### src/sv/dpu_pkg.sv
`default_nettype none
// ----------------------------------------------------------------------------
// dpu_pkg
// Shared types, register map, reset values and color constants for the
// depth pixel unprojection block.
// ----------------------------------------------------------------------------
package dpu_pkg;

	localparam int DIM_W   = 13;
	localparam int POS_W   = 12;
	localparam int CAP_W   = 25;
	localparam int SCALE_W = 24;
	localparam int PRINC_W = 16;
	localparam int INV_W   = 32;
	localparam int DEPTH_W = 16;
	localparam int PIX_W   = 8;
	localparam int COORD_W = 48;
	localparam int Z_W     = 32;
	localparam int RGBA_W  = 32;
	localparam int INDEX_W = 24;
	localparam int CLR_W   = 20;

	localparam int QUEUE_DEPTH = 2;
	localparam int QPTR_W      = $clog2(QUEUE_DEPTH);

	localparam logic [DIM_W-1:0]   RST_FRAME_WIDTH    = 13'd640;
	localparam logic [DIM_W-1:0]   RST_FRAME_HEIGHT   = 13'd480;
	localparam logic [CAP_W-1:0]   RST_POINT_CAPACITY = 25'd307200;
	localparam logic [SCALE_W-1:0] RST_DEPTH_SCALE    = 24'd1678;
	localparam logic [PRINC_W-1:0] RST_PRINCIPAL_X    = 16'd5120;
	localparam logic [PRINC_W-1:0] RST_PRINCIPAL_Y    = 16'd3840;
	localparam logic [INV_W-1:0]   RST_INV_FOCAL_X    = 32'd10000000;
	localparam logic [INV_W-1:0]   RST_INV_FOCAL_Y    = 32'd10000000;

	localparam logic signed [CLR_W-1:0] K_Y     = 20'sd298;
	localparam logic signed [CLR_W-1:0] K_RV    = 20'sd409;
	localparam logic signed [CLR_W-1:0] K_GU    = 20'sd100;
	localparam logic signed [CLR_W-1:0] K_GV    = 20'sd208;
	localparam logic signed [CLR_W-1:0] K_BU    = 20'sd516;
	localparam logic signed [CLR_W-1:0] K_HALF  = 20'sd128;
	localparam logic signed [CLR_W-1:0] K_LUMA0 = 20'sd16;
	localparam logic [RGBA_W-1:0]       WHITE   = 32'hFFFF_FFFF;
	localparam logic [PIX_W-1:0]        OPAQUE  = 8'hFF;

	typedef enum logic [2:0] {
		REG_FRAME_WIDTH,
		REG_FRAME_HEIGHT,
		REG_POINT_CAPACITY,
		REG_DEPTH_SCALE,
		REG_PRINCIPAL_X,
		REG_PRINCIPAL_Y,
		REG_INV_FOCAL_X,
		REG_INV_FOCAL_Y
	} dpu_reg_t;

	typedef enum logic [2:0] {
		BK_IDLE,
		BK_ZMUL,
		BK_TMUL,
		BK_IMUL,
		BK_ROUND
	} dpu_bk_state_t;

	typedef struct packed {
		logic [DIM_W-1:0]   frame_width;
		logic [DIM_W-1:0]   frame_height;
		logic [CAP_W-1:0]   point_capacity;
		logic [SCALE_W-1:0] depth_scale;
		logic [PRINC_W-1:0] principal_x;
		logic [PRINC_W-1:0] principal_y;
		logic [INV_W-1:0]   inv_focal_x;
		logic [INV_W-1:0]   inv_focal_y;
	} dpu_cfg_t;

	typedef struct packed {
		logic [DEPTH_W-1:0] depth_raw;
		logic [PIX_W-1:0]   luma_sample;
		logic [PIX_W-1:0]   chroma_u;
		logic [PIX_W-1:0]   chroma_v;
		logic               has_color;
		logic [POS_W-1:0]   column;
		logic [POS_W-1:0]   row;
		logic [INDEX_W-1:0] index;
		logic               last;
	} dpu_item_t;

	typedef struct packed {
		logic signed [COORD_W-1:0] point_x;
		logic signed [COORD_W-1:0] point_y;
		logic [Z_W-1:0]            point_z;
		logic [RGBA_W-1:0]         color_rgba;
		logic [INDEX_W-1:0]        point_index;
		logic                      last_point;
	} dpu_point_t;

	function automatic logic [PIX_W-1:0] clip8(input logic signed [CLR_W-1:0] v);
		logic [CLR_W-1:0] s;
		begin
			s = unsigned'(v) >> 8;
			if (v < 0) begin
				clip8 = '0;
			end else if (s > CLR_W'(255)) begin
				clip8 = '1;
			end else begin
				clip8 = s[PIX_W-1:0];
			end
		end
	endfunction

endpackage
`default_nettype wire

### src/sv/dpu_queue.sv
`default_nettype none
// ----------------------------------------------------------------------------
// dpu_queue
// Short queue of classified items between the front and the back.
// ----------------------------------------------------------------------------
module dpu_queue
	import dpu_pkg::*;
(
	input  wire logic      clk,
	input  wire logic      arst_n,
	input  wire logic      wr_en,
	input  wire dpu_item_t wr_item,
	output logic           full,
	input  wire logic      rd_en,
	output dpu_item_t      rd_item,
	output logic           empty
);

	localparam logic [QPTR_W:0] DEPTH_C = (QPTR_W+1)'(QUEUE_DEPTH);

	dpu_item_t         mem_q [QUEUE_DEPTH];
	logic [QPTR_W-1:0] wr_ptr_q;
	logic [QPTR_W-1:0] rd_ptr_q;
	logic [QPTR_W:0]   count_q;
	logic              do_wr;
	logic              do_rd;

	assign full    = (count_q == DEPTH_C);
	assign empty   = (count_q == '0);
	assign do_wr   = wr_en && !full;
	assign do_rd   = rd_en && !empty;
	assign rd_item = mem_q[rd_ptr_q];

	always_ff @(posedge clk or negedge arst_n) begin
		if (!arst_n) begin
			wr_ptr_q <= '0;
			rd_ptr_q <= '0;
			count_q  <= '0;
		end else begin
			if (do_wr) begin
				wr_ptr_q <= (wr_ptr_q == QPTR_W'(QUEUE_DEPTH-1)) ? '0 : wr_ptr_q + 1'b1;
			end
			if (do_rd) begin
				rd_ptr_q <= (rd_ptr_q == QPTR_W'(QUEUE_DEPTH-1)) ? '0 : rd_ptr_q + 1'b1;
			end
			if (do_wr && !do_rd) begin
				count_q <= count_q + 1'b1;
			end else if (do_rd && !do_wr) begin
				count_q <= count_q - 1'b1;
			end
		end
	end

	always_ff @(posedge clk) begin
		if (do_wr) begin
			mem_q[wr_ptr_q] <= wr_item;
		end
	end

endmodule
`default_nettype wire

### config.mk
export PLATFORM = sky130hd
export DESIGN_NAME = dpu_queue
export DESIGN_NICKNAME = d
export VERILOG_FILES = /design/src/sv/dpu_pkg.sv /design/src/sv/dpu_queue.sv
export SDC_FILE = /design/constraint.sdc
export NUM_CORES = 1
export LEC_CHECK = 0
export BUFFER_PORTS_ARGS = -buffer_cell sky130_fd_sc_hd__buf_2
export CAP_MARGIN = 10
export CORE_MARGIN = 8
export CORE_UTILIZATION = 47
export CTS_CLUSTER_SIZE = 8
export DETAILED_ROUTE_END_ITERATION = 6
export GPL_TIMING_DRIVEN = 0
export PLACE_DENSITY = 0.75
export SLEW_MARGIN = 5
export SYNTH_ARGS = -nofsm -noshare
export SYNTH_HDL_FRONTEND = slang
export SYNTH_SLANG_ARGS = --single-unit
export TNS_END_PERCENT = 100
### constraint.sdc
create_clock -name clk -period 5.2 [get_ports clk]
set_clock_uncertainty 0.05 [all_clocks]
set_input_delay 0.52 -clock clk [delete_from_list [all_inputs] [get_ports clk]]
set_output_delay 0.52 -clock clk [all_outputs]
set_load 0.01 [all_outputs]
# Word level (Yosys, flattened, before mapping)
# Memory sizes are Yosys's and may differ from the RTL's.
# Cells that the tools add are included.
[op_classes]
reduce_logical = 10
add_sub_neg = 4
n_eq_ne = 1
mux = 6
[ops]
columns = ["op", "count"]
rows = [
  ["1-bit logical AND", 4],
  ["1-bit zero test", 4],
  ["1-bit 2-to-1 mux", 4],
  ["2-bit 2-to-1 mux", 2],
  ["1-bit adder, second input constant", 2],
  ["2-bit by 1-bit adder with 2-bit output, second input constant", 1],
  ["2-bit equality test, second input constant", 1],
  ["2-bit zero test", 1],
  ["2-bit nonzero test", 1],
  ["2-bit by 1-bit subtractor with 2-bit output, second input constant", 1],
]
[word_totals]
in_bits = 94
elab_cells = 25
mem_count = 1
out_inout_bits = 92
mem_bits_rw = 180
ff_bits = 4
[mem_list]
columns = ["name", "depth", "word_bits", "rd", "rd_ports_with_merged_regs", "write_ports", "line", "text"]
rows = [
  ["mem_q", 2, 90, 1, 0, 1, "dpu_queue.sv:21", "dpu_item_t mem_q [QUEUE_DEPTH];"],
]

# Longest topological paths before layout
# Gate-level depths: netlist of the first run.
[logic_depth]
depth_word = 7
depth_mapped = 7
ltp_nobuf = 7

# Worst setup path before layout of the first run
# Ideal clock, no wire load.
[synth_timing]
path_type = "register -> register"
startpoint = "register count_q[0]"
endpoint = "memory mem_q[0][0] in the netlist's numbering (enable)"
n_path_buf = 0
path_slack_ps = 217
stages_incl_launch_ff = 4
period_less_slack_ps = 4983
required_time_ps = 4611
setup_ps = 539
t_arrival_ps = 4394
cell_sequence = "dfrtp_1 > nand2b_1 > nand2_1 > nor2_1"
[synth_via]
elab_chain_cells = 5
[synth_rtl]
columns = ["item", "line", "text"]
rows = [
  ["start: declaration", "dpu_queue.sv:24", "logic [QPTR_W:0] count_q;"],
  ["start signal: assignment", "dpu_queue.sv:47", "count_q <= count_q + 1'b1;"],
  ["start signal: assignment", "dpu_queue.sv:49", "count_q <= count_q - 1'b1;"],
  ["2-bit equality test", "dpu_queue.sv:28", "assign full = (count_q == DEPTH_C);"],
  ["1-bit zero test", "dpu_queue.sv:30", "assign do_wr = wr_en && !full;"],
  ["1-bit logical AND", "dpu_queue.sv:30", ""],
  ["1-bit 2-to-1 mux", "dpu_queue.sv:55", "if (do_wr) begin"],
  ["1-bit 2-to-1 mux (not written as such)", "dpu_queue.sv:56", "mem_q[wr_ptr_q] <= wr_item;"],
  ["end: declaration", "dpu_queue.sv:21", ""],
]
# No other way between the ends.

==> results.yml, run 1 <==
synth:
  yosys_register_bits: 184
  synth_top_area_share_pct: 75.70
  synth_mux_area_share_pct: 18.87
  yosysWarningCount: 0
  synth_compound_area_share_pct: 0.07009
  synth_area_leaders: "edfxtp_1 76%, mux2_4 19%, buf_12 2.5%"
  seq_area_frac_synth_pct: 77.10
  syn-num-nets: 394
  yosysUniqueCellTypes: 15
  netlist_area_mm2: 0.007141
  syn_inst: 299
  synth_top_family_by_area: "multiplexers"
  synth_xor_area_share_pct: 0.6133
  synth.avg_cell_area_um2: 23.88
  yosys.area_share.adder_pct: 0.1752
  yosysTopAreaCell: "edfxtp_1"
  yosys.area_share.simple_pct: 0.3855
final_layout:
  n_fill_cell: 1112
  mostFrequentLayoutCells: "185 x buf_2, 180 x edfxtp_1, 89 x mux2_4"
  area.growth.synth_to_final_pct: 25.46
  final_nets: 603
  final_common_cell: "buf_2"
  drive_above_1_share_pct: 61.04
  fin_util_pct: 59.59
floorplanning:
  rows: 45
  die_y_um: 139.3
  start_util_pct: 47.50
  core_mm2: 0.01503
  die_w_um: 139.3
  num_io_pins: 186
  die_area_mm2: 0.01939
worst_setup_path:
  crit_path_start_kind: "flop"
  crit_family: "buffers and inverters"
  worstSetupPathType: "reg2out"
  cp_cell_sequence: "buf_6, buf_12, mux2_4, buf_2"
  crit_buf_inv: 3
  worstReg2RegStart: "count_q[0]"
  cp.required_ns: 4.63
  cpPeakStageDelay_ns: 0.34
  cp_data_arrival_time_ns: 1.66
  rr_worst_depth: 5
  r2r-end: "mem_q[0][74]"
  cp_max_fo: 10
  slowest_stage: "dfrtp_1"
  r2r_slack_ns: 3.18
  end_kind: "output pin"
global_routing:
  grt_max_degree: 48
  grt_pass1_wl_um: 20530
  grt_pass1_vias: 3827
  grt_overflow: 0
  track_usage_pct: 13.86
  grt_antenna_before_repair: 4
clock_tree:
  cts_resized: 0
  clock_path_buffers: 2
  cts_root_buf: "clkbuf_16"
  hold_buffers: 1
  htree_levels: 4
  cts_sinks: 184
  cts_tree: "done"
  cts_buffers: 17
  postCtsSetupBuffers: 0
  clk_pin_slew_ns: 0.07
  insertion_delay_ns: 0.41
sta:
  rsz0062_at_grt: "no"
  hold_viol: 0
  period_share_pct: 42.79
  timing.setup.tns_ns: 0
  setup_viol: 0
  finalCriticalPeriod_ns: 2.225
  max_freq_mhz: 449.4
  drv_slew: 0
  slew_headroom_pct: 56.67
  tightestPinTransition_ns: 0.6500
placed_design:
  finalWeightedCongestion: 0.6658
  port_buffers: 185
  dp.final_hpwl_um: 9339
detailed_routing:
  vias: 3423
  route.detailed.drc: 0
  ant_nets: 0
  routedWlPerCell_um: 18.49
  wirelength_um: 13130
  initialDrtViolationCount: 145
  vias_per_cell: 4.821
  drt_pre_antenna_iters: 5
hold_path:
  whs_endpoint: "mem_q[1][28]"
  hold_depth: 1
  hold_path_class: "in2reg"
  hp-start: "wr_item[28]"
run:
  drv_cap: 0
run_status:
  status: "completed"
power_and_ir_drop:
  max-vdd-ir-drop_uv: 450.4
  power.density_mw_per_mm2: 571.1
  leakage_nw: 3.637
==> state kept, by name, indices dropped and copies added (netlist names) <==
| register | count |
|---|---|
| rd_ptr_q | 1 |
| wr_ptr_q | 1 |
| count_q | 2 |
| mem_q | 180 |
==> power breakdown <==
part / internal, mW / leakage [nW] / total, mW / switching (mW)
registers: 2.03 / 1.72 / 2.11 / 0.0867
clock network: 0.652 / 0.264 / 1.17 / 0.515
logic: 0.969 / 1.65 / 1.84 / 0.867
total: 3.65 / 3.64 / 5.12 / 1.47
==> worst max path at each step <==
stage | from | cells after the start | slack, ns | to
floorplan | count_q[0] | 3 | 0.22 | mem_q[0][0]
global route | rd_ptr_q | 4 | 2.90 | rd_item[73]
global placement | wr_en | 3 | -1.90 | mem_q[0][35]
finish | rd_ptr_q | 4 | 2.97 | rd_item[73]
CTS | rd_ptr_q | 4 | 2.93 | rd_item[73]
detailed placement | count_q[0] | 5 | 3.18 | mem_q[0][36]
==> kinds of logic (layout without fill, tap and decap cells) <==
group | after synthesis | after routing
AND/OR/NAND/NOR | 6 | 6
multiplexers | 90 | 90
AO/OA/AOI/OAI | 1 | 1
XOR/XNOR | 5 | 5
flip-flops | 184 | 184
other | 0 | 1
buffers and inverters | 12 | 234
adder cells (fa/ha/maj) | 1 | 1
==> through the flow <==
stage / area (um^2) / worst slack, ns / hold WS, ns / std cells / total power [mW]
detailed placement: 8409 / 3.181 / 0.2802 / 676 / 4.022
global placement: 8302 / -1.898 / 0.2779 / 672 / 3.981
global route: 8959 / 2.904 / 0.2132 / 710 / 5.354
CTS: 8956 / 2.931 / 0.2208 / 709 / 5.196
floorplan: 7141 / 0.2170 / 0.1744 / 299 / 3.421
finish: 8959 / 2.975 / 0.2412 / 710 / 5.116
==> cell usage after synthesis, drive strengths merged <==
master,number
edfxtp,180
nor2,3
dfrtp,4
o21ai,1
nand2,1
inv,2
nand2b,1
ha,1
mux2,90
xnor2,3
and3,1
xor2,2
buf,10
==> routing by layer <==
| metal | global-route usage (%) | share of wire [%] | up-vias |
|---|---|---|---|
| li1 | - | - | 1604 |
| met1 | 15.04 | 40 | 1673 |
| met2 | 23.21 | 50 | 118 |
| met3 | 6.327 | 7.7 | 22 |
| met4 | 5.604 | 1.6 | 6 |
| met5 | 0 | 0.27 | - |
==> layout make-up <==
class	count	area (um^2)	share of cell area [%]
clock buffers	18	429.2	4.791
flip-flops and latches	184	5505	61.45
repair buffers	190	1031	11.51
multi-input cells	103	1449	16.17
clock inverters	14	107.6	1.201
diodes	1	2.502	0.02793
inverters	2	7.507	0.08380
well taps	188	235.2	2.626
plain buffers	10	191.4	2.137
==> worst reg2reg max path: cells and delay by family, from the launching register on <==
kind | cells | cell delay, ns
flops | 1 | 0.43
buf+inv | 2 | 0.45
simple gates | 3 | 0.75
(Power assumes the default switching activity.)
==> inputs of run 2 (changes only) <==
ABC_AREA = 1   (was default)
CORE_UTILIZATION = 52   (was 47)
PLACE_DENSITY = 0.79   (was 0.75)
clock period = 2.3 ns   (was 5.2 ns; I/O delays follow)
==> run 2 against run 1 <==
  * Sequential power increased by 130%
  * Highest routed layer is now met4
  * Non-clock buffer count grew 99
  * Register-to-register slack got worse by 3.0 ns
  * Cell count rose by 39%
  * Die area shrank 12%
  * Critical path type is now reg2reg
  * Largest power group unchanged
  * Critical path depth stayed put
==> results.yml, run 2 <==
power_and_ir_drop:
  power.density_mw_per_mm2: 1213
  p_int_mw: 7.871
  p_sw_mw: 3.755
  power_frac_clock_pct: 24.6
  leakage_nw: 4.146
  combPwrFrac_pct: 34.4
  swShare_pct: 32.30
  max-vdd-ir-drop_uv: 655.9
  seqPwrFrac_pct: 41.1
  total_power_mw: 11.63
clock_tree:
  cts_buffers: 17
  cts_sinks: 184
  cts_tree: "done"
  cts_resized: 0
  insertion_delay_ns: 0.41
  cts_root_buf: "clkbuf_16"
  htree_levels: 4
  clk_pin_slew_ns: 0.06
  clock_path_buffers: 2
floorplanning:
  rows: 42
  die_w_um: 130.9
  core_mm2: 0.01309
  die_y_um: 130.9
  num_io_pins: 186
  start_util_pct: 52.42
  die_area_mm2: 0.01712
global_routing:
  grt_pass1_vias: 4940
  grt_antenna_before_repair: 0
  grt_pass1_wl_um: 24120
  grt_max_degree: 34
  grt_overflow: 0
  track_usage_pct: 18.78
final_layout:
  largest_reg_flops: 180
  layout.cells.non_filler: 984
  final_common_cell: "nand2_1"
  reg_top3: "mem_q: 180 flops, count_q: 2 flops"
  antenna_cells: 0
  drive_above_1_share_pct: 29.33
  max_flop_register: "mem_q"
  n_fill_cell: 795
  area.growth.synth_to_final_pct: 39.73
  fin_util_pct: 73.25
  final_nets: 895
  mostFrequentLayoutCells: "278 x nand2_1, 185 x buf_2, 180 x edfxtp_1"
synth:
  synth_edf_count: 180
  synth.avg_cell_area_um2: 13.69
  yosys.area_share.simple_pct: 15.83
  async_reset_ff_share_pct: 2.174
  ys_top_cells_by_count: "279 x nand2_1, 180 x edfxtp_1, 17 x buf_6"
  yosysUniqueCellTypes: 15
  synth_xor_area_share_pct: 0.1277
  seq_area_frac_synth_pct: 80.26
  yosys_register_bits: 184
  yosys.area_share.adder_pct: 0.1824
  yosysTopAreaCell: "edfxtp_1"
  yosysWarningCount: 0
  netlist_area_mm2: 0.006859
  syn_inst: 501
  synth_area_leaders: "edfxtp_1 79%, nand2_1 15%, buf_6 2.8%"
  synth_compound_area_share_pct: 0.1459
  synth_top_area_share_pct: 78.80
  synth_flop_cell: "edfxtp_1"
  synth_top_family_by_area: "simple AND/OR/NAND/NOR gates"
  synthMostInstantiatedCell: "nand2_1"
  syn-num-nets: 596
  synth_mux_area_share_pct: 0
worst_setup_path:
  worstSetupPathType: "reg2reg"
  cp_max_fo: 32
  end_kind: "flop"
  cp.required_ns: 2.36
  crit_path_start_kind: "flop"
  cp_data_arrival_time_ns: 2.14
detailed_routing:
  initialDrtViolationCount: 268
  ant_nets: 0
  routedWlPerCell_um: 16.08
  route.detailed.drc: 0
  wirelength_um: 15820
  vias: 4674
  drt_pre_antenna_iters: 4
  vias_per_cell: 4.750
sta:
  finalCriticalPeriod_ns: 2.081
  period_share_pct: 90.47
  rsz0062_at_grt: "no"
  slew_headroom_pct: 37.62
  max_freq_mhz: 480.6
  hold_viol: 0
  setup_viol: 0
  drv_slew: 0
  worst_slack_ns: 0.2192
  tightestPinTransition_ns: 0.9335
hold_path:
  hold_path_class: "in2reg"
placed_design:
  dp.final_hpwl_um: 10060
  finalWeightedCongestion: 0.7392
  dpl.cell_count: 866
  dpl_worst_slack_ns: 0.2064
  port_buffers: 185
run_status:
  status: "completed"
run:
  drv_cap: 0
-- run 2: cell types whose count changed after synthesis, sizes merged, moves of 2 or more --
| cell | delta |
|---|---|
| nand2 | +278 |
| mux2 | -90 |
| buf | +9 |
| inv | +6 |
| xnor2 | -2 |
| xor2 | -2 |
-- run 2: logic make-up after synthesis --
| kind of cell | count (synthesis) |
|---|---|
| flip-flops | 184 |
| XOR/XNOR | 1 |
| AND/OR/NAND/NOR | 286 |
| buffers and inverters | 27 |
| adder cells (fa/ha/maj) | 1 |
| AO/OA/AOI/OAI | 2 |
-- run 2: critical path: stages (launching register included) --
cell	delay, ns
dfrtp_1	0.42
inv_2	0.11
o21ai_1	0.12
nor2_4	0.76
buf_12	0.30
-- run 2: path summary, 6_finish.rpt --
path / start / to / slack, ns / cells after the start
min in group asynchronous: arst_n / count_q[1] / 0.13 / 2
hold reg to reg: wr_ptr_q / wr_ptr_q / 0.45 / 2
hold / removal: rd_en / rd_ptr_q / 0.02 / 3
setup reg to reg: count_q[1] / mem_q[1][69] / 0.22 / 4
max in group asynchronous: arst_n / count_q[0] / 1.93 / 2
setup / recovery: count_q[1] / mem_q[1][69] / 0.22 / 4
-- run 2: layer usage --
metal	up-vias	track usage (%)	share of wire [%]
met5	-	0	0
met4	0	7.562	1.9
met3	24	5.722	7.5
met2	165	34.40	54
met1	2203	19.66	37
li1	2282	-	-
-- run 2: layout make-up --
class / count / area, um^2 / area share, %
Sequential cell: 184 / 5507 / 57.45
Timing Repair Buffer: 280 / 1917 / 20.00
Multi-Input combinational cell: 290 / 1132 / 11.81
Clock buffer: 21 / 440.4 / 4.595
Tap cell: 176 / 220.2 / 2.298
Buffer: 19 / 206.4 / 2.154
Clock inverter: 6 / 127.6 / 1.332
Inverter: 8 / 33.78 / 0.3525
-- run 2: metrics by stage --
stage	hold slack, ns	TNS (ns)	instance area [um^2]
2_1_floorplan	-0.1156	-23.74	6879
3_3_place_gp	-0.01180	-136.32	8025
3_5_place_dp	-0.003339	0	8105
4_1_cts	0.0002589	0	9584
5_1_grt	0.01880	0	9584
6_report	0.01591	0	9584
-- run 2: repair_timing --
item                      in CTS  in global routing
setup buffers                  0                  0
hold endpoints to repair     184                  0
hold buffers                  91                  0
-- run 2: power by group through the flow --
stage / Sequential [mW] / Clock [mW] / Combinational [mW]
6_report: 4.77 / 2.86 / 3.99
5_1_grt: 4.83 / 3.00 / 4.40
4_1_cts: 4.77 / 2.89 / 4.02
3_5_place_dp: 4.84 / 0 / 3.88
3_3_place_gp: 4.86 / 0 / 3.68
2_1_floorplan: 4.82 / 0 / 2.28
==> inputs of run 3 (changes only) <==
PLACE_DENSITY = 0.84   (was 0.79)
==> run 3 against run 2 <==
  * Critical path depth rose by 1
  * Critical endpoint is now mem_q[1][89]
  * Total power rose by 0.78%
  * Flip-flop and latch count did not move
  * Routed wire length rose by 7.1%
  * Via count rose by 2.5%
  * Die area did not move
  * Worst hold slack improved by 0.017 ns
  * Cell count rose by 0.61%
==> results.yml, run 3 (same netlist as run 2, synthesis figures left out) <==
final_layout:
  fin_util_pct: 73.51
  max_flop_register: "mem_q"
  reg_top3: "mem_q: 180 flops, count_q: 2 flops"
  layout.cells.non_filler: 990
  antenna_cells: 0
  final_nets: 896
  area.growth.synth_to_final_pct: 40.24
  fin_area_mm2: 0.009619
  largest_reg_flops: 180
  final_common_cell: "nand2_1"
  drive_above_1_share_pct: 30.34
  mostFrequentLayoutCells: "278 x nand2_1, 185 x buf_2, 180 x edfxtp_1"
worst_setup_path:
  worstSetupPathType: "reg2reg"
  crit_family: "buffers and inverters"
  cpPeakStageDelay_ns: 0.53
  end_kind: "flop"
  slowest_stage: "nor2_4"
  cp_max_fo: 24
  cp_data_arrival_time_ns: 2.08
  cp_cell_sequence: "inv_2, o21ai_1, nor2_4, buf_16, buf_12"
  crit_path_start_kind: "flop"
  crit_buf_inv: 3
  cp.required_ns: 2.37
floorplanning:
  die_w_um: 130.9
  die_y_um: 130.9
  rows: 42
  die_area_mm2: 0.01712
  core_mm2: 0.01309
  num_io_pins: 186
  start_util_pct: 52.42
detailed_routing:
  vias: 4791
  ant_nets: 0
  drt_pre_antenna_iters: 4
  routedWlPerCell_um: 17.11
  route.detailed.drc: 0
  initialDrtViolationCount: 373
  vias_per_cell: 4.839
  wirelength_um: 16940
global_routing:
  track_usage_pct: 20.21
  grt_pass1_wl_um: 25740
  grt_max_degree: 41
  grt_pass1_vias: 5063
  grt_overflow: 0
  grt_antenna_before_repair: 0
sta:
  finalCriticalPeriod_ns: 2.006
  setup_viol: 0
  max_freq_mhz: 498.4
  timing.setup.tns_ns: 0
  hold_viol: 0
  rsz0062_at_grt: "no"
  whs_ns: 0.03330
  tightestPinTransition_ns: 0.6254
  drv_slew: 0
  period_share_pct: 87.23
  slew_headroom_pct: 58.21
clock_tree:
  htree_levels: 4
  clock_path_buffers: 2
  clk_pin_slew_ns: 0.06
  insertion_delay_ns: 0.42
  cts_buffers: 17
  postCtsSetupBuffers: 0
  cts_sinks: 184
  cts_tree: "done"
  cts_root_buf: "clkbuf_16"
placed_design:
  port_buffers: 185
  finalWeightedCongestion: 0.7647
  dpl.cell_count: 867
  dpl_cell_area_mm2: 0.008133
  dp.final_hpwl_um: 10470
run:
  drv_cap: 0
power_and_ir_drop:
  leakage_nw: 4.163
  power.density_mw_per_mm2: 1218
  max-vdd-ir-drop_uv: 931.4
hold_path:
  hold_path_class: "in2reg"
run_status:
  status: "completed"
-- run 3: cell type report --
type                            instances  area [um^2]
Buffer                                 19        206.4
Sequential cell                       184         5507
Tap cell                              176        220.2
Multi-Input combinational cell        290         1132
Clock inverter                         15        150.1
Clock buffer                           17        425.4
Timing Repair Buffer                  281         1944
Inverter                                8        33.78
Fill cell                             798         3466
-- run 3: repair_timing --
item,CTS,global route
gates resized for setup,0,0
hold endpoints to repair,184,0
hold buffers,91,0
-- run 3: worst paths after layout --
check	startpoint	to	slack, ns	cells past startpoint
worst max register to register	count_q[1]	mem_q[1][89]	0.29	5
worst max-delay path	count_q[1]	mem_q[1][89]	0.29	5
min in group asynchronous	arst_n	rd_ptr_q	0.12	2
max in group asynchronous	arst_n	count_q[0]	1.95	2
worst min register to register	wr_ptr_q	wr_ptr_q	0.47	2
worst min-delay path	rd_en	rd_ptr_q	0.03	3
-- run 3: power by group --
group | total (mW) | internal (mW) | switching, mW | leakage (nW)
clock | 2.84 | 1.60 | 1.24 | 0.279
combinational | 4.09 | 1.55 | 2.55 | 2.16
sequential | 4.78 | 4.57 | 0.214 | 1.72
-- run 3: per-stage QoR --
step           setup WS, ns  total power [mW]
5_1_grt              0.2337             12.33
2_1_floorplan       -0.1504             7.099
3_3_place_gp        -0.8225             8.552
6_report             0.2937             11.72
4_1_cts              0.2890             11.70
3_5_place_dp         0.2960             8.783
-- run 3: routing by layer --
metal	up-vias	global-route usage, %	part of all wire (%)
met3	24	6.006	7.5
met4	0	8.035	1.6
met5	-	0	0
met2	218	36.80	54
li1	2292	-	-
met1	2257	21.52	37
-- run 3: worst min-delay path, cell delays in order --
cell,delay (ns)
buf_2,0.10
nand3b_1,0.08
nand2_1,0.06
