--- config.mk ---
export PLATFORM = sky130hd
export DESIGN_NAME = dpu_front
export DESIGN_NICKNAME = d
export VERILOG_FILES = /design/src/sv/dpu_pkg.sv /design/src/sv/dpu_front.sv
export SDC_FILE = /design/constraint.sdc
export NUM_CORES = 1
export LEC_CHECK = 0
export ABC_CLOCK_PERIOD_IN_PS = 10410
export BUFFER_PORTS_ARGS = -buffer_cell sky130_fd_sc_hd__buf_2
export CORE_MARGIN = 5
export CORE_UTILIZATION = 42
export DETAILED_ROUTE_END_ITERATION = 8
export PLACE_DENSITY = 0.78
export SLEW_MARGIN = 25
export SYNTH_ARGS = -nofsm -noshare
export SYNTH_HDL_FRONTEND = slang
export SYNTH_SLANG_ARGS = --single-unit
export TNS_END_PERCENT = 20
--- constraint.sdc ---
create_clock -name clk -period 10.41 [get_ports clk]
set_input_delay 2.082 -clock clk [delete_from_list [all_inputs] [get_ports clk]]
set_output_delay 2.082 -clock clk [all_outputs]
set_load 0.1 [all_outputs]
--- src/sv/dpu_pkg.sv ---
`default_nettype none
// ----------------------------------------------------------------------------
// dpu_pkg
// Shared types, register map, reset values and color constants for the
// depth pixel unprojection block.
// ----------------------------------------------------------------------------
package dpu_pkg;

	localparam int DIM_W   = 13;
	localparam int POS_W   = 12;
	localparam int CAP_W   = 25;
	localparam int SCALE_W = 24;
	localparam int PRINC_W = 16;
	localparam int INV_W   = 32;
	localparam int DEPTH_W = 16;
	localparam int PIX_W   = 8;
	localparam int COORD_W = 48;
	localparam int Z_W     = 32;
	localparam int RGBA_W  = 32;
	localparam int INDEX_W = 24;
	localparam int CLR_W   = 20;

	localparam int QUEUE_DEPTH = 2;
	localparam int QPTR_W      = $clog2(QUEUE_DEPTH);

	localparam logic [DIM_W-1:0]   RST_FRAME_WIDTH    = 13'd640;
	localparam logic [DIM_W-1:0]   RST_FRAME_HEIGHT   = 13'd480;
	localparam logic [CAP_W-1:0]   RST_POINT_CAPACITY = 25'd307200;
	localparam logic [SCALE_W-1:0] RST_DEPTH_SCALE    = 24'd1678;
	localparam logic [PRINC_W-1:0] RST_PRINCIPAL_X    = 16'd5120;
	localparam logic [PRINC_W-1:0] RST_PRINCIPAL_Y    = 16'd3840;
	localparam logic [INV_W-1:0]   RST_INV_FOCAL_X    = 32'd10000000;
	localparam logic [INV_W-1:0]   RST_INV_FOCAL_Y    = 32'd10000000;

	localparam logic signed [CLR_W-1:0] K_Y     = 20'sd298;
	localparam logic signed [CLR_W-1:0] K_RV    = 20'sd409;
	localparam logic signed [CLR_W-1:0] K_GU    = 20'sd100;
	localparam logic signed [CLR_W-1:0] K_GV    = 20'sd208;
	localparam logic signed [CLR_W-1:0] K_BU    = 20'sd516;
	localparam logic signed [CLR_W-1:0] K_HALF  = 20'sd128;
	localparam logic signed [CLR_W-1:0] K_LUMA0 = 20'sd16;
	localparam logic [RGBA_W-1:0]       WHITE   = 32'hFFFF_FFFF;
	localparam logic [PIX_W-1:0]        OPAQUE  = 8'hFF;

	typedef enum logic [2:0] {
		REG_FRAME_WIDTH,
		REG_FRAME_HEIGHT,
		REG_POINT_CAPACITY,
		REG_DEPTH_SCALE,
		REG_PRINCIPAL_X,
		REG_PRINCIPAL_Y,
		REG_INV_FOCAL_X,
		REG_INV_FOCAL_Y
	} dpu_reg_t;

	typedef enum logic [2:0] {
		BK_IDLE,
		BK_ZMUL,
		BK_TMUL,
		BK_IMUL,
		BK_ROUND
	} dpu_bk_state_t;

	typedef struct packed {
		logic [DIM_W-1:0]   frame_width;
		logic [DIM_W-1:0]   frame_height;
		logic [CAP_W-1:0]   point_capacity;
		logic [SCALE_W-1:0] depth_scale;
		logic [PRINC_W-1:0] principal_x;
		logic [PRINC_W-1:0] principal_y;
		logic [INV_W-1:0]   inv_focal_x;
		logic [INV_W-1:0]   inv_focal_y;
	} dpu_cfg_t;

	typedef struct packed {
		logic [DEPTH_W-1:0] depth_raw;
		logic [PIX_W-1:0]   luma_sample;
		logic [PIX_W-1:0]   chroma_u;
		logic [PIX_W-1:0]   chroma_v;
		logic               has_color;
		logic [POS_W-1:0]   column;
		logic [POS_W-1:0]   row;
		logic [INDEX_W-1:0] index;
		logic               last;
	} dpu_item_t;

	typedef struct packed {
		logic signed [COORD_W-1:0] point_x;
		logic signed [COORD_W-1:0] point_y;
		logic [Z_W-1:0]            point_z;
		logic [RGBA_W-1:0]         color_rgba;
		logic [INDEX_W-1:0]        point_index;
		logic                      last_point;
	} dpu_point_t;

	function automatic logic [PIX_W-1:0] clip8(input logic signed [CLR_W-1:0] v);
		logic [CLR_W-1:0] s;
		begin
			s = unsigned'(v) >> 8;
			if (v < 0) begin
				clip8 = '0;
			end else if (s > CLR_W'(255)) begin
				clip8 = '1;
			end else begin
				clip8 = s[PIX_W-1:0];
			end
		end
	endfunction

endpackage
`default_nettype wire

--- src/sv/dpu_front.sv ---
`default_nettype none
// ----------------------------------------------------------------------------
// dpu_front
// Pixel counters and classification: tags each pixel with its column, row,
// point index and end flag, and drops pixels past the point capacity.
// ----------------------------------------------------------------------------
module dpu_front
	import dpu_pkg::*;
#(
	parameter int MAX_FRAME_DIM = 4096
) (
	input  wire logic               clk,
	input  wire logic               arst_n,
	input  wire dpu_cfg_t           cfg,
	input  wire logic               push,
	output logic                    full,
	input  wire logic [DEPTH_W-1:0] depth_raw,
	input  wire logic [PIX_W-1:0]   luma_sample,
	input  wire logic [PIX_W-1:0]   chroma_u,
	input  wire logic [PIX_W-1:0]   chroma_v,
	input  wire logic               has_color,
	output logic                    q_wr,
	output dpu_item_t               q_item,
	input  wire logic               q_full
);

	localparam int CW = $clog2(MAX_FRAME_DIM);
	localparam logic [DIM_W-1:0] MAX_DIM = DIM_W'(MAX_FRAME_DIM);

	logic [CW-1:0]    col_q;
	logic [CW-1:0]    row_q;
	logic [CAP_W-1:0] pts_q;
	logic [DIM_W-1:0] w_lim;
	logic [DIM_W-1:0] h_lim;
	logic             row_end;
	logic             frame_end;
	logic             emit;
	logic             cap_end;
	logic             accept;

	always_comb begin
		if (cfg.frame_width == '0) begin
			w_lim = DIM_W'(1);
		end else if (cfg.frame_width > MAX_DIM) begin
			w_lim = MAX_DIM;
		end else begin
			w_lim = cfg.frame_width;
		end
		if (cfg.frame_height == '0) begin
			h_lim = DIM_W'(1);
		end else if (cfg.frame_height > MAX_DIM) begin
			h_lim = MAX_DIM;
		end else begin
			h_lim = cfg.frame_height;
		end
	end

	assign full      = q_full;
	assign accept    = push && !q_full;
	assign row_end   = (DIM_W'(col_q) + DIM_W'(1)) >= w_lim;
	assign frame_end = row_end && ((DIM_W'(row_q) + DIM_W'(1)) >= h_lim);
	assign emit      = pts_q < cfg.point_capacity;
	assign cap_end   = ((CAP_W+1)'(pts_q) + (CAP_W+1)'(1)) >= (CAP_W+1)'(cfg.point_capacity);

	assign q_wr                = accept && emit;
	assign q_item.depth_raw    = depth_raw;
	assign q_item.luma_sample  = luma_sample;
	assign q_item.chroma_u     = chroma_u;
	assign q_item.chroma_v     = chroma_v;
	assign q_item.has_color    = has_color;
	assign q_item.column       = POS_W'(col_q);
	assign q_item.row          = POS_W'(row_q);
	assign q_item.index        = pts_q[INDEX_W-1:0];
	assign q_item.last         = frame_end || cap_end;

	always_ff @(posedge clk or negedge arst_n) begin
		if (!arst_n) begin
			col_q <= '0;
			row_q <= '0;
			pts_q <= '0;
		end else if (accept) begin
			if (frame_end) begin
				col_q <= '0;
				row_q <= '0;
				pts_q <= '0;
			end else begin
				if (row_end) begin
					col_q <= '0;
					row_q <= row_q + 1'b1;
				end else begin
					col_q <= col_q + 1'b1;
				end
				if (emit) begin
					pts_q <= pts_q + 1'b1;
				end
			end
		end
	end

endmodule
`default_nettype wire

Word level (Yosys, flattened, before mapping). Index checks and enable logic that the tools add are counted.

Input bits: 216. Word-level logic and storage cells: 36. Bits in registers: 49.

Add/sub/neg operators: 6. Reduce and logical (&&, ||, !) cells: 11. Muxes and demuxes: 10. Magnitude comparators: 6.

Operators with widths (number): $mux 13 (4); $mux 25 (2); $mux 12 (4); $add 12x1->13 const B (2); $add 25x1->26 const B (1); $ge 13x13->1 (2); $ge 26x25->1 (1); $gt 13x13->1 const B (2); $logic_not 13->1 (2); $add 25x1->25 const B (1); $lt 25x25->1 (1); $add 12x1->12 const B (2); $reduce_and 2->1 (2); $reduce_bool 2->1 (2); $logic_and 1x1->1 (3); $logic_not 1->1 (1); $logic_or 1x1->1 (1).

Logic depth before layout (Yosys ltp). Gate-level depths: netlist (run 1).

Depth after elaboration: 7. Gate-level depth with buffers: 16.

Worst setup path before layout (run 1). No wires, ideal clock.

Path kind: input -> output. Start point: input cfg[157] (netlist name). End point: output q_item[0] (netlist name). Stages: 10. Arrival time: 4534 ps. Path slack: 3794 ps. Cell sequence: inv_1 clkbuf_1 nand2_1 ha_1 nand2_1 o21ai_1 a31oi_1 o41ai_4 nand2_4 nand4_1.

RTL lines: start: declaration (RTL line dpu_front.sv:14) `input wire dpu_cfg_t cfg,`; end: declaration (RTL line dpu_front.sv:23) `output dpu_item_t q_item,`.

==> summary.md, run 1 <==
| Metric | Value |
|---|---|
| Status | finished, final reports clean |
| LEAKAGE | 0.003043 uW |
| Max transition margin | 0.3335 |
| Post-CTS Hold Buffers | 0 |
| Path category of the worst min-delay check | reg2reg |
| TritonRoute pass-1 iters | 5 |
| Resize count post-CTS | 0 |
| Initial antenna violation count | 0 |
| Vias in the first global route | 4235 |
| Final ANT Viol Nets | 0 |
| Fillers | 1179 |
| Longest Clk Path Bufs | 2 |
| CP Launch Type | input port |
| Starting Density | 0.4310 |
| Largest cells by area after synthesis | dfrtp_1 (24%), ha_1 (19%), buf_4 (9.5%) |
| Setup Viol. Count Final | 0 |
| Yosys warns | 0 |
| Post-DR vias/cell | 5.276 |
| Post-synth EDFFs | 0 |
| Yosys top cell by area | dfrtp_1 |
| F_max | 0.1513 GHz |
| PD cells | 164.7 nW/um^2 |
| Antenna Cells | 0 |
| Placed wire-length estimate | 9.593 mm |
| Vias | 4374 |
| Reg clk slew, reported paths | 70 ps |
| CTS Buf Count | 5 |
| Post-CTS setup repair buffer count | 0 |
| Crit path DAT | 4530 ps |
| IO Port Bufs | 105 |
| Final net count | 955 |
| Sequential-to-total area share from yosys stat | 0.2359 |
| Hold Path Origin | col_q[11] |
| FF+latch count, synth | 49 |
| Final period utilization | 0.6349 |
| Grt ovf | 0 |
| Hold Fails Final Rpt | 0 |
| Max H-tree Level | 2 |
| Hold EP | col_q[11] |
| CTS Root Cell | clkbuf_16 |
| First-pass GRT wire length | 19.96 mm |
| Area added between synthesis and finish | 7.052% |
| Netlist area before placement | 5199 sq um |
| Minimum clock period | 6610 ps |
| Clock Skews | 11.65 ps |
| Setup TNS | 0 ps |
| Worst Reg-to-Reg Cells | 15 |
| RR Endpoint | pts_q[8] |
| Chip width | 121.3 um |
| Placement Rows | 40 |
| CP Capture Type | output port |
| Most used DFF post-synth | dfrtp_1 |
| Post-synth top area share | 0.2359 |
| Syn avg cell area | 8.318 sq um |
| Share of layout cells above drive strength 1 | 0.1936 |
| IO Pins | 308 |
| Clk_lat worst skew | 290 ps |
| Die area | 14700 sq um |
| CP required | 8330 ps |
| Core region area | 12060 sq um |
| Most used standard cell by instance count after synthesis | ha_1 |
| Worst R2R Start | row_q[0] |
| Async S/R FF share, synth | 1.000 |
| Worst setup path class | in2out |
| CTS tree | built |
| Mapped Cells | 625 |
| Worst Tran Pin Value | 997.7 ps |
| Slew Limit Fails | 0 |
| DRC viols | 0 |
| Clock sink count | 49 |
| GPL Wtd Cong | 0.8267 |
| WHS | 544.6 ps |
| Syn Nets | 920 |
| Synth cell types | 44 |
| Peak fanout along the critical path | 17 |
| RSZ-0062 raised after global routing | no |
| DR iter-0 viols | 240 |
| Total Wirelength | 11.90 mm |
| Peak supply drop | 0.07743 mV |
| Reg-to-reg setup timing slack | 6380 ps |
| WL per Instance | 14.35 um |
| Largest net degree at the start of global routing | 50 |
| Max-cap viol count | 0 |
| Die height | 121.3 um |
| Total GRT Usage | 0.1621 |
| Top cells by count, synth | ha_1 (79), nand2_1 (78), buf_4 (66) |
| Hold depth | 1 |
report_power, final:
part	internal [uW]	total, uW	leakage (uW)	switching [uW]
clock network	120	190	0.0000841	69.7
registers	217	265	0.000656	48.0
logic	120	462	0.00230	342
total	457	917	0.00304	460
how the worst max path moves through the flow:
| stage | start | to | depth (start not counted) |
|---|---|---|---|
| 2_1_floorplan | cfg[157] | q_item[0] | 10 |
| 3_3_place_gp | cfg[157] | q_item[0] | 12 |
| 3_5_place_dp | cfg[157] | q_item[0] | 12 |
| 4_1_cts | cfg[149] | q_item[0] | 13 |
| 5_1_grt | cfg[149] | q_item[0] | 13 |
| 6_report | cfg[149] | q_item[0] | 13 |
flip-flops by register name, indices dropped and copies added (netlist names):
signal and flops:
col_q 12, pts_q 25, row_q 12
layer usage:
layer	share of wire	global-route usage	wire, um	vias to the layer above
met5	0	0	0	-
met4	0.014	0.03992	161	0
met3	0.080	0.04009	949	25
met2	0.43	0.2529	5114	143
met1	0.48	0.2255	5674	1993
li1	-	-	-	2213
cell type report:
cell class	count	area [sq um]	area share
flip-flops and latches	49	1226	0.2203
clock inverters	1	30.03	0.005396
clock buffers	7	142.6	0.02563
repair buffers	109	555.5	0.09982
inverters	34	127.6	0.02293
multi-input cells	461	3273	0.5881
well taps	168	210.2	0.03777
logic make-up (layout without fill, tap and decap cells):
group                    Yosys count  in the layout  share of synthesized area
AO/OA/AOI/OAI                    145            145                     0.1870
AND/OR/NAND/NOR                  197            197                     0.1851
flip-flops                        49             49                     0.2359
buffers and inverters            115            151                     0.1345
XOR/XNOR                          40             40                    0.06739
adder cells (fa/ha/maj)           79             79                     0.1901
stage by stage:
step                utilization  instance area [sq um]  setup slack (ps)  power (uW)  cells
CTS                      0.4614                   5565              3782       924.4    829
detailed placement       0.4471                   5393              3800       731.2    821
floorplan                     -                   5199              3794       718.8    625
global placement         0.4471                   5393              3799       722.7    821
global route             0.4614                   5565              3490       979.0    829
finish                   0.4614                   5565              3800       916.7    829
critical path, cell delays in order:
cell,delay (ps)
buf_2,110
nor4_1,290
a31oi_1,130
nor2_1,110
ha_1,120
nor2b_1,40
o21ai_1,140
a31oi_1,150
o41ai_4,350
buf_4,280
nand2_4,120
nand4_1,150
buf_2,450
cell usage in the layout (no fill, tap or decap), types with 21 or more instances in the layout:
cell type  instances
a21oi_1           34
ha_1              79
dfrtp_1           49
o21ai_0           41
buf_2            105
nand3_1           21
nand2_1           78
xnor2_1           24
nor2_1            22
inv_1             34
(Power assumes the default switching activity.)
==> run 2, diff against run 1 <==
- ABC_CLOCK_PERIOD_IN_PS: 10410 -> 5950
- CORE_UTILIZATION: 42 -> 41
- PLACE_DENSITY: 0.78 -> 0.79
- clock period: 10.41 -> 5.95 ns (I/O delays scaled with it)
==> run 2 against run 1 <==
Net effect: sequential share of layout area is the same; sequential power grew 75%; via count grew 0.78%; register-to-register slack lost 4300 ps; clock-buffer cell count shrank 1; critical endpoint unchanged; non-clock buffer count is the same; critical path type is now reg2out.
==> summary.md, run 2 (synthesis gave the netlist of run 1 again) <==
| Metric | Value |
|---|---|
| NetSw | 810.5 uW (+76%) |
| CP required | 4760 ps (-3570 ps) |
| Peak supply drop | 0.1814 mV (+130%) |
| Max-cap viol count | 0 (unchanged) |
| Internal power | 788.1 uW (+73%) |
| Setup TNS | 0 ps (unchanged) |
| Dpl cells | 825 (+0.49%) |
| CP Capture Type | output port |
| Resize count post-CTS | 0 (unchanged) |
| Clock sink count | 49 (unchanged) |
| Final net count | 955 (unchanged) |
| GPL Wtd Cong | 0.8446 (+2.2%) |
| Register area | 1226 sq um (unchanged) |
| Max reg flops | 25 (unchanged) |
| Post-CTS Hold Buffers | 0 (unchanged) |
| Worst setup path class | reg2out |
| Path category of the worst min-delay check | reg2reg |
| Peak fanout along the critical path | 7 (-10) |
| Worst R2R Start | row_q[0] |
| CP Launch Type | flip-flop |
| Core region area | 12520 sq um (+3.8%) |
| DRC viols | 0 (unchanged) |
| Slew Limit Fails | 0 (unchanged) |
| WL per Instance | 14.75 um (+2.7%) |
| Placement Rows | 41 (+2.5%) |
| Grt ovf | 0 (unchanged) |
| RSZ-0062 raised after global routing | no |
| Commonest non-fill, non-tap cells in the layout | buf_2 (105), ha_1 (79), nand2_1 (78) |
| PD cells | 287.3 nW/um^2 (+74%) |
| Max transition margin | 0.3537 (+0.02020) |
| Placed wire-length estimate | 9.872 mm (+2.9%) |
| IO Port Bufs | 105 (unchanged) |
| Status | finished, final reports clean |
| IO Pins | 308 (unchanged) |
| Register share of total power | 0.290 (about the same) |
| Max H-tree Level | 2 (unchanged) |
| Starting Density | 0.4153 (-0.01568) |
| Largest Register | pts_q |
| Initial antenna violation count | 0 (unchanged) |
| Antenna Cells | 0 (unchanged) |
| RR Endpoint | pts_q[8] |
| Chip width | 122.6 um (+1.1%) |
| Area added between synthesis and finish | 7.052% (unchanged) |
| Post-DR vias/cell | 5.292 (+0.29%) |
| Regs by FF count | pts_q x25, col_q x12, row_q x12 |
| Clk_lat worst skew | 290 ps (about the same) |
| CTS Root Cell | clkbuf_16 |
| CTS Buf Count | 5 (unchanged) |
| Crit path capture | q_item[0] |
| First-pass GRT wire length | 20.27 mm (+1.5%) |
| Critical Path Start | pts_q[0] |
| Minimum clock period | 5247 ps |
| WHS | 544.3 ps (-0.3020 ps) |
| Reg-to-reg setup timing slack | 2110 ps (-4270 ps) |
| Placement-stage cell area | 5398 sq um (about the same) |
| Worst Tran Pin Value | 967.5 ps (-30.23 ps) |
| Total GRT Usage | 0.1653 (+0.003226) |
| Post-CTS setup repair buffer count | 0 (unchanged) |
| Worst Reg-to-Reg Cells | 14 (-1) |
| Commonest non-fill, non-tap cell in the layout | buf_2 |
| Die area | 15030 sq um (+2.2%) |
| Sw frac | 0.5070 (+0.005293) |
| Total Wirelength | 12.29 mm (+3.2%) |
| Comb power frac | 0.506 (+0.002) |
| Clock power share | 0.204 (-0.003) |
| Largest net degree at the start of global routing | 50 (unchanged) |
| Longest Clk Path Bufs | 2 (unchanged) |
| Hold Fails Final Rpt | 0 (unchanged) |
| DR iter-0 viols | 297 (+24%) |
| Reg clk slew, reported paths | 60 ps (about the same) |
| LEAKAGE | 0.003040 uW (-0.10%) |
| Setup Viol. Count Final | 0 (unchanged) |
| Clock Skews | 7.071 ps (-4.577 ps) |
| F_max | 0.1906 GHz |
| Share of layout cells above drive strength 1 | 0.1936 (unchanged) |
| Fillers | 1296 (+9.9%) |
| Vias | 4408 (+0.78%) |
| Final ANT Viol Nets | 0 (unchanged) |
| TritonRoute pass-1 iters | 4 (-1) |
| Crit path DAT | 4060 ps (-470 ps) |
| Post-route insts no fill | 833 (+0.48%) |
| Multi-input combinational cell area | 3273 sq um (unchanged) |
| Core Util, Final | 0.4446 (-0.01679) |
| CTS tree | built |
| Final period utilization | 0.8819 |
| Hold Path Origin | col_q[11] |
| Vias in the first global route | 4236 (+0.024%) |
| Die height | 122.6 um (+1.1%) |
| Post-layout instance area | 5565 sq um (unchanged) |
-- run 2: changes by cell type in the layout (fill, tap and decap cells not counted) --
| cell | change |
|---|---|
| clkinv_4 | +1 |
| clkbuf_8 | -1 |
-- run 2: metal layers --
layer / vias up / part of all wire / global-route usage
li1: 2215 / - / -
met1: 2027 / 0.47 / 0.2248
met2: 142 / 0.44 / 0.2662
met3: 24 / 0.072 / 0.03641
met4: 0 / 0.012 / 0.04339
met5: - / 0 / 0
-- run 2: power groups by stage --
stage	clock, uW	combinational (uW)	sequential [uW]
2_1_floorplan	0	605	652
3_3_place_gp	0	797	467
3_5_place_dp	0	813	470
4_1_cts	337	816	464
5_1_grt	351	888	476
6_report	326	808	464
-- run 2: worst min path at each step --
stage | depth (start not counted) | end
2_1_floorplan | 2 | pts_q[24]
3_3_place_gp | 2 | col_q[8]
3_5_place_dp | 1 | row_q[11]
4_1_cts | 1 | row_q[11]
5_1_grt | 1 | row_q[11]
6_report | 1 | col_q[11]
-- run 2: layout make-up --
| cell class | count | area share |
|---|---|---|
| flip-flops and latches | 49 | 0.2203 |
| well taps | 172 | 0.03867 |
| clock buffers | 6 | 0.02316 |
| inverters | 34 | 0.02293 |
| multi-input cells | 461 | 0.5881 |
| clock inverters | 2 | 0.006969 |
| repair buffers | 109 | 0.09982 |
-- run 2: worst max-delay path, stage by stage, from the launching register on --
cell and delay, ps:
dfrtp_1 470, nand3_1 210, or3_1 470, or2_1 300, nor2_1 200, nand4_1 140
xnor2_1 250, ha_1 300, a21o_1 190, a21o_1 170, a21oi_1 250, o211ai_1 120
o21ai_0 200, nand4_1 160, buf_2 330
-- run 2: through the flow --
stage               total power (uW)  setup WS, ps
floorplan                       1258         533.4
global placement                1265          1122
detailed placement              1283          1044
CTS                             1617         699.6
global route                    1716         476.5
finish                          1599         702.7
==> run 3, diff against run 2 <==
==> constraint.sdc (replaced) <==
create_clock -name clk -period 5.95 [get_ports clk]
set_input_delay 0.2975 -clock clk [delete_from_list [all_inputs] [get_ports clk]]
set_output_delay 0.2975 -clock clk [all_outputs]
set_load 0.1 [all_outputs]
==> run 3 against run 2 <==
Net effect: clock-buffer cell count unchanged; routed wire length decreased by 1.9%; combinational power about the same; clock power decreased by 8.6%; final area decreased by 0.20%; sequential share of layout area about the same; core utilization decreased by 0.090 points; register-to-register slack got worse by 200 ps; setup slack improved by 1000 ps; maximum frequency increased by 24%; non-clock buffer count unchanged.
==> summary.md, run 3 (synthesis gave the netlist of run 1 again) <==
| Metric | Value |
|---|---|
| Status | finished, final reports clean |
| RR Endpoint | row_q[6] |
| IO Pins | 308 (unchanged) |
| WHS | 114.5 ps (-429.8 ps) |
| Clock sink count | 49 (unchanged) |
| Chip width | 122.6 um (unchanged) |
| Largest net degree at the start of global routing | 50 (unchanged) |
| Setup TNS | 0 ps (unchanged) |
| Reg clk slew, reported paths | 70 ps (about the same) |
| Core region area | 12520 sq um (unchanged) |
| Hold Fails Final Rpt | 0 (unchanged) |
| NetSw | 810.8 uW (about the same) |
| Regs by FF count | pts_q x25, col_q x12, row_q x12 |
| Met3 WL | 780 um (-12%) |
| DRC viols | 0 (unchanged) |
| Core Util, Final | 0.4437 (-0.0008990) |
| Sw frac | 0.5163 (+0.009294) |
| Crit path capture | q_item[0] |
| Worst Reg-to-Reg Cells | 12 (-2) |
| CP Depth | 12 (-2) |
| Area added between synthesis and finish | 6.835% |
| Placement Rows | 41 (unchanged) |
| Final period utilization | 0.7138 (-0.1681) |
| Post-CTS setup repair buffer count | 0 (unchanged) |
| Path category of the worst min-delay check | in2async |
| Commonest non-fill, non-tap cell in the layout | buf_2 |
| Worst R2R Start | col_q[2] |
| CP Launch Type | flip-flop |
| TritonRoute pass-1 iters | 5 (+1) |
| WP buf/inv | 2 (+1) |
| Max transition margin | 0.3820 (+0.02828) |
| Max H-tree Level | 2 (unchanged) |
| Total GRT Usage | 0.1611 (-0.004210) |
| Top Metal Used | met4 |
| CP Capture Type | output port |
| Antenna Cells | 0 (unchanged) |
| First-pass GRT wire length | 19.81 mm (-2.3%) |
| Register area | 1226 sq um (unchanged) |
| Final net count | 955 (unchanged) |
| Starting Density | 0.4153 (unchanged) |
| Peak supply drop | 0.2003 mV (+10%) |
| Post-CTS Hold Buffers | 0 (unchanged) |
| Fillers | 1304 (+0.62%) |
| LEAKAGE | 0.003036 uW (-0.12%) |
| Placed wire-length estimate | 9.786 mm (-0.87%) |
| Pre-CTS WS | 1910 ps (+865.6 ps) |
| Vias | 4364 (-1.0%) |
| Max-cap viol count | 0 (unchanged) |
| Clock Skews | 8.319 ps (+1.248 ps) |
| Vias in the first global route | 4205 (-0.73%) |
| Slew Limit Fails | 0 (unchanged) |
| Clock power share | 0.190 (-0.014) |
| Die area | 15030 sq um (unchanged) |
| Worst Tran Pin Value | 925.1 ps (-42.33 ps) |
| Commonest non-fill, non-tap cells in the layout | buf_2 (105), ha_1 (79), nand2_1 (78) |
| Placement-stage cell area | 5398 sq um (unchanged) |
| Multi-input combinational cell area | 3273 sq um (unchanged) |
| Share of layout cells above drive strength 1 | 0.1952 (+0.001513) |
| Max reg flops | 25 (unchanged) |
| Reg-to-reg setup timing slack | 1910 ps (-200 ps) |
| CP max-delay cell | o41ai_4 |
| Die height | 122.6 um (unchanged) |
| CP required | 5650 ps (+890 ps) |
| WL per Instance | 14.47 um (-1.9%) |
| Post-layout instance area | 5554 sq um (-0.20%) |
| Comb power frac | 0.515 (+0.009) |
| RSZ-0062 raised after global routing | no |
| Grt ovf | 0 (unchanged) |
| Met2 WL | 5.369 mm (-1.0%) |
| Clk_lat worst skew | 290 ps (about the same) |
| Metal-1 WL | 5.749 mm (-1.2%) |
| Total Wirelength | 12.05 mm (-1.9%) |
| CTS Root Cell | clkbuf_16 |
| IO Port Bufs | 105 (unchanged) |
| Setup WS post-layout | 1703 ps (+1000 ps) |
| Longest Clk Path Bufs | 2 (unchanged) |
| Minimum clock period | 4247 ps (-1000 ps) |
| DR iter-0 viols | 201 (-32%) |
| CP max stage delay | 700 ps (+230 ps) |
| Critical Path Start | col_q[2] |
| Top cell by count, worst path | and3_1 |
| CTS tree | built |
| Internal power | 759.6 uW (-3.6%) |
| Peak fanout along the critical path | 13 (+6) |
| Resize count post-CTS | 0 (unchanged) |
| Initial antenna violation count | 0 (unchanged) |
| F_max | 0.2355 GHz (+24%) |
| Post-DR vias/cell | 5.239 (-1.0%) |
| Register share of total power | 0.295 (+0.005) |
| Cell family with most CP delay | simple AND/OR/NAND/NOR gates |
| Largest Register | pts_q |
| Final ANT Viol Nets | 0 (unchanged) |
| Critical path cell sequence | and3_1, and3_1, and3_1, nand3_1, xnor2_1, ha_1, nand4_1, o41ai_4, buf_4, nand2_4, nand4_1, buf_2 |
| CTS Buf Count | 5 (unchanged) |
| PD cells | 282.7 nW/um^2 (-1.6%) |
| Worst setup path class | reg2out |
| GPL Wtd Cong | 0.8322 (-1.5%) |
| Crit path DAT | 3950 ps (-110 ps) |
| Setup Viol. Count Final | 0 (unchanged) |
run 3: changes by cell type in the layout (fill, tap and decap cells not counted), sizes merged:
cell	delta
bufinv	-1
inv	+1
run 3: power by group through the flow:
stage / sequential (uW) / combinational (uW) / clock (uW)
2_1_floorplan: 652 / 605 / 0
3_3_place_gp: 467 / 797 / 0
3_5_place_dp: 469 / 815 / 0
4_1_cts: 463 / 817 / 311
5_1_grt: 475 / 883 / 323
6_report: 463 / 810 / 298
run 3: final cells by class:
| class | instances | share of cell area |
|---|---|---|
| inverters | 34 | 0.02298 |
| clock inverters | 2 | 0.003154 |
| repair buffers | 109 | 0.1000 |
| well taps | 172 | 0.03875 |
| multi-input cells | 461 | 0.5893 |
| flip-flops and latches | 49 | 0.2208 |
| clock buffers | 6 | 0.02501 |
run 3: worst reg2reg max path, stage by stage (launching register included):
cell	delay, ps
dfrtp_1	460
and3_1	210
and3_1	260
and3_1	300
nand3_1	140
xnor2_1	160
ha_1	300
nand4_1	160
o41ai_4	700
buf_4	280
nand2_2	180
or2_0	490
o41ai_2	290
run 3: worst min-delay path by stage:
stage,cells past startpoint,end,startpoint
after detailed placement,2,pts_q[5],arst_n
after CTS,2,pts_q[5],arst_n
after global routing,2,pts_q[5],arst_n
final,2,pts_q[5],arst_n
after floorplan,0,col_q[0],arst_n
after global placement,2,pts_q[5],arst_n
run 3: through the flow:
stage | power, uW | cells
after floorplan | 1258 | 625
after global placement | 1264 | 825
after detailed placement | 1284 | 825
after CTS | 1591 | 833
after global routing | 1681 | 833
final | 1570 | 833
run 3: per-layer routing:
metal  vias up  global-route usage
met3        23             0.03364
met2       118              0.2625
met5         -                   0
met1      2000              0.2201
li1       2223                   -
met4         0             0.03639
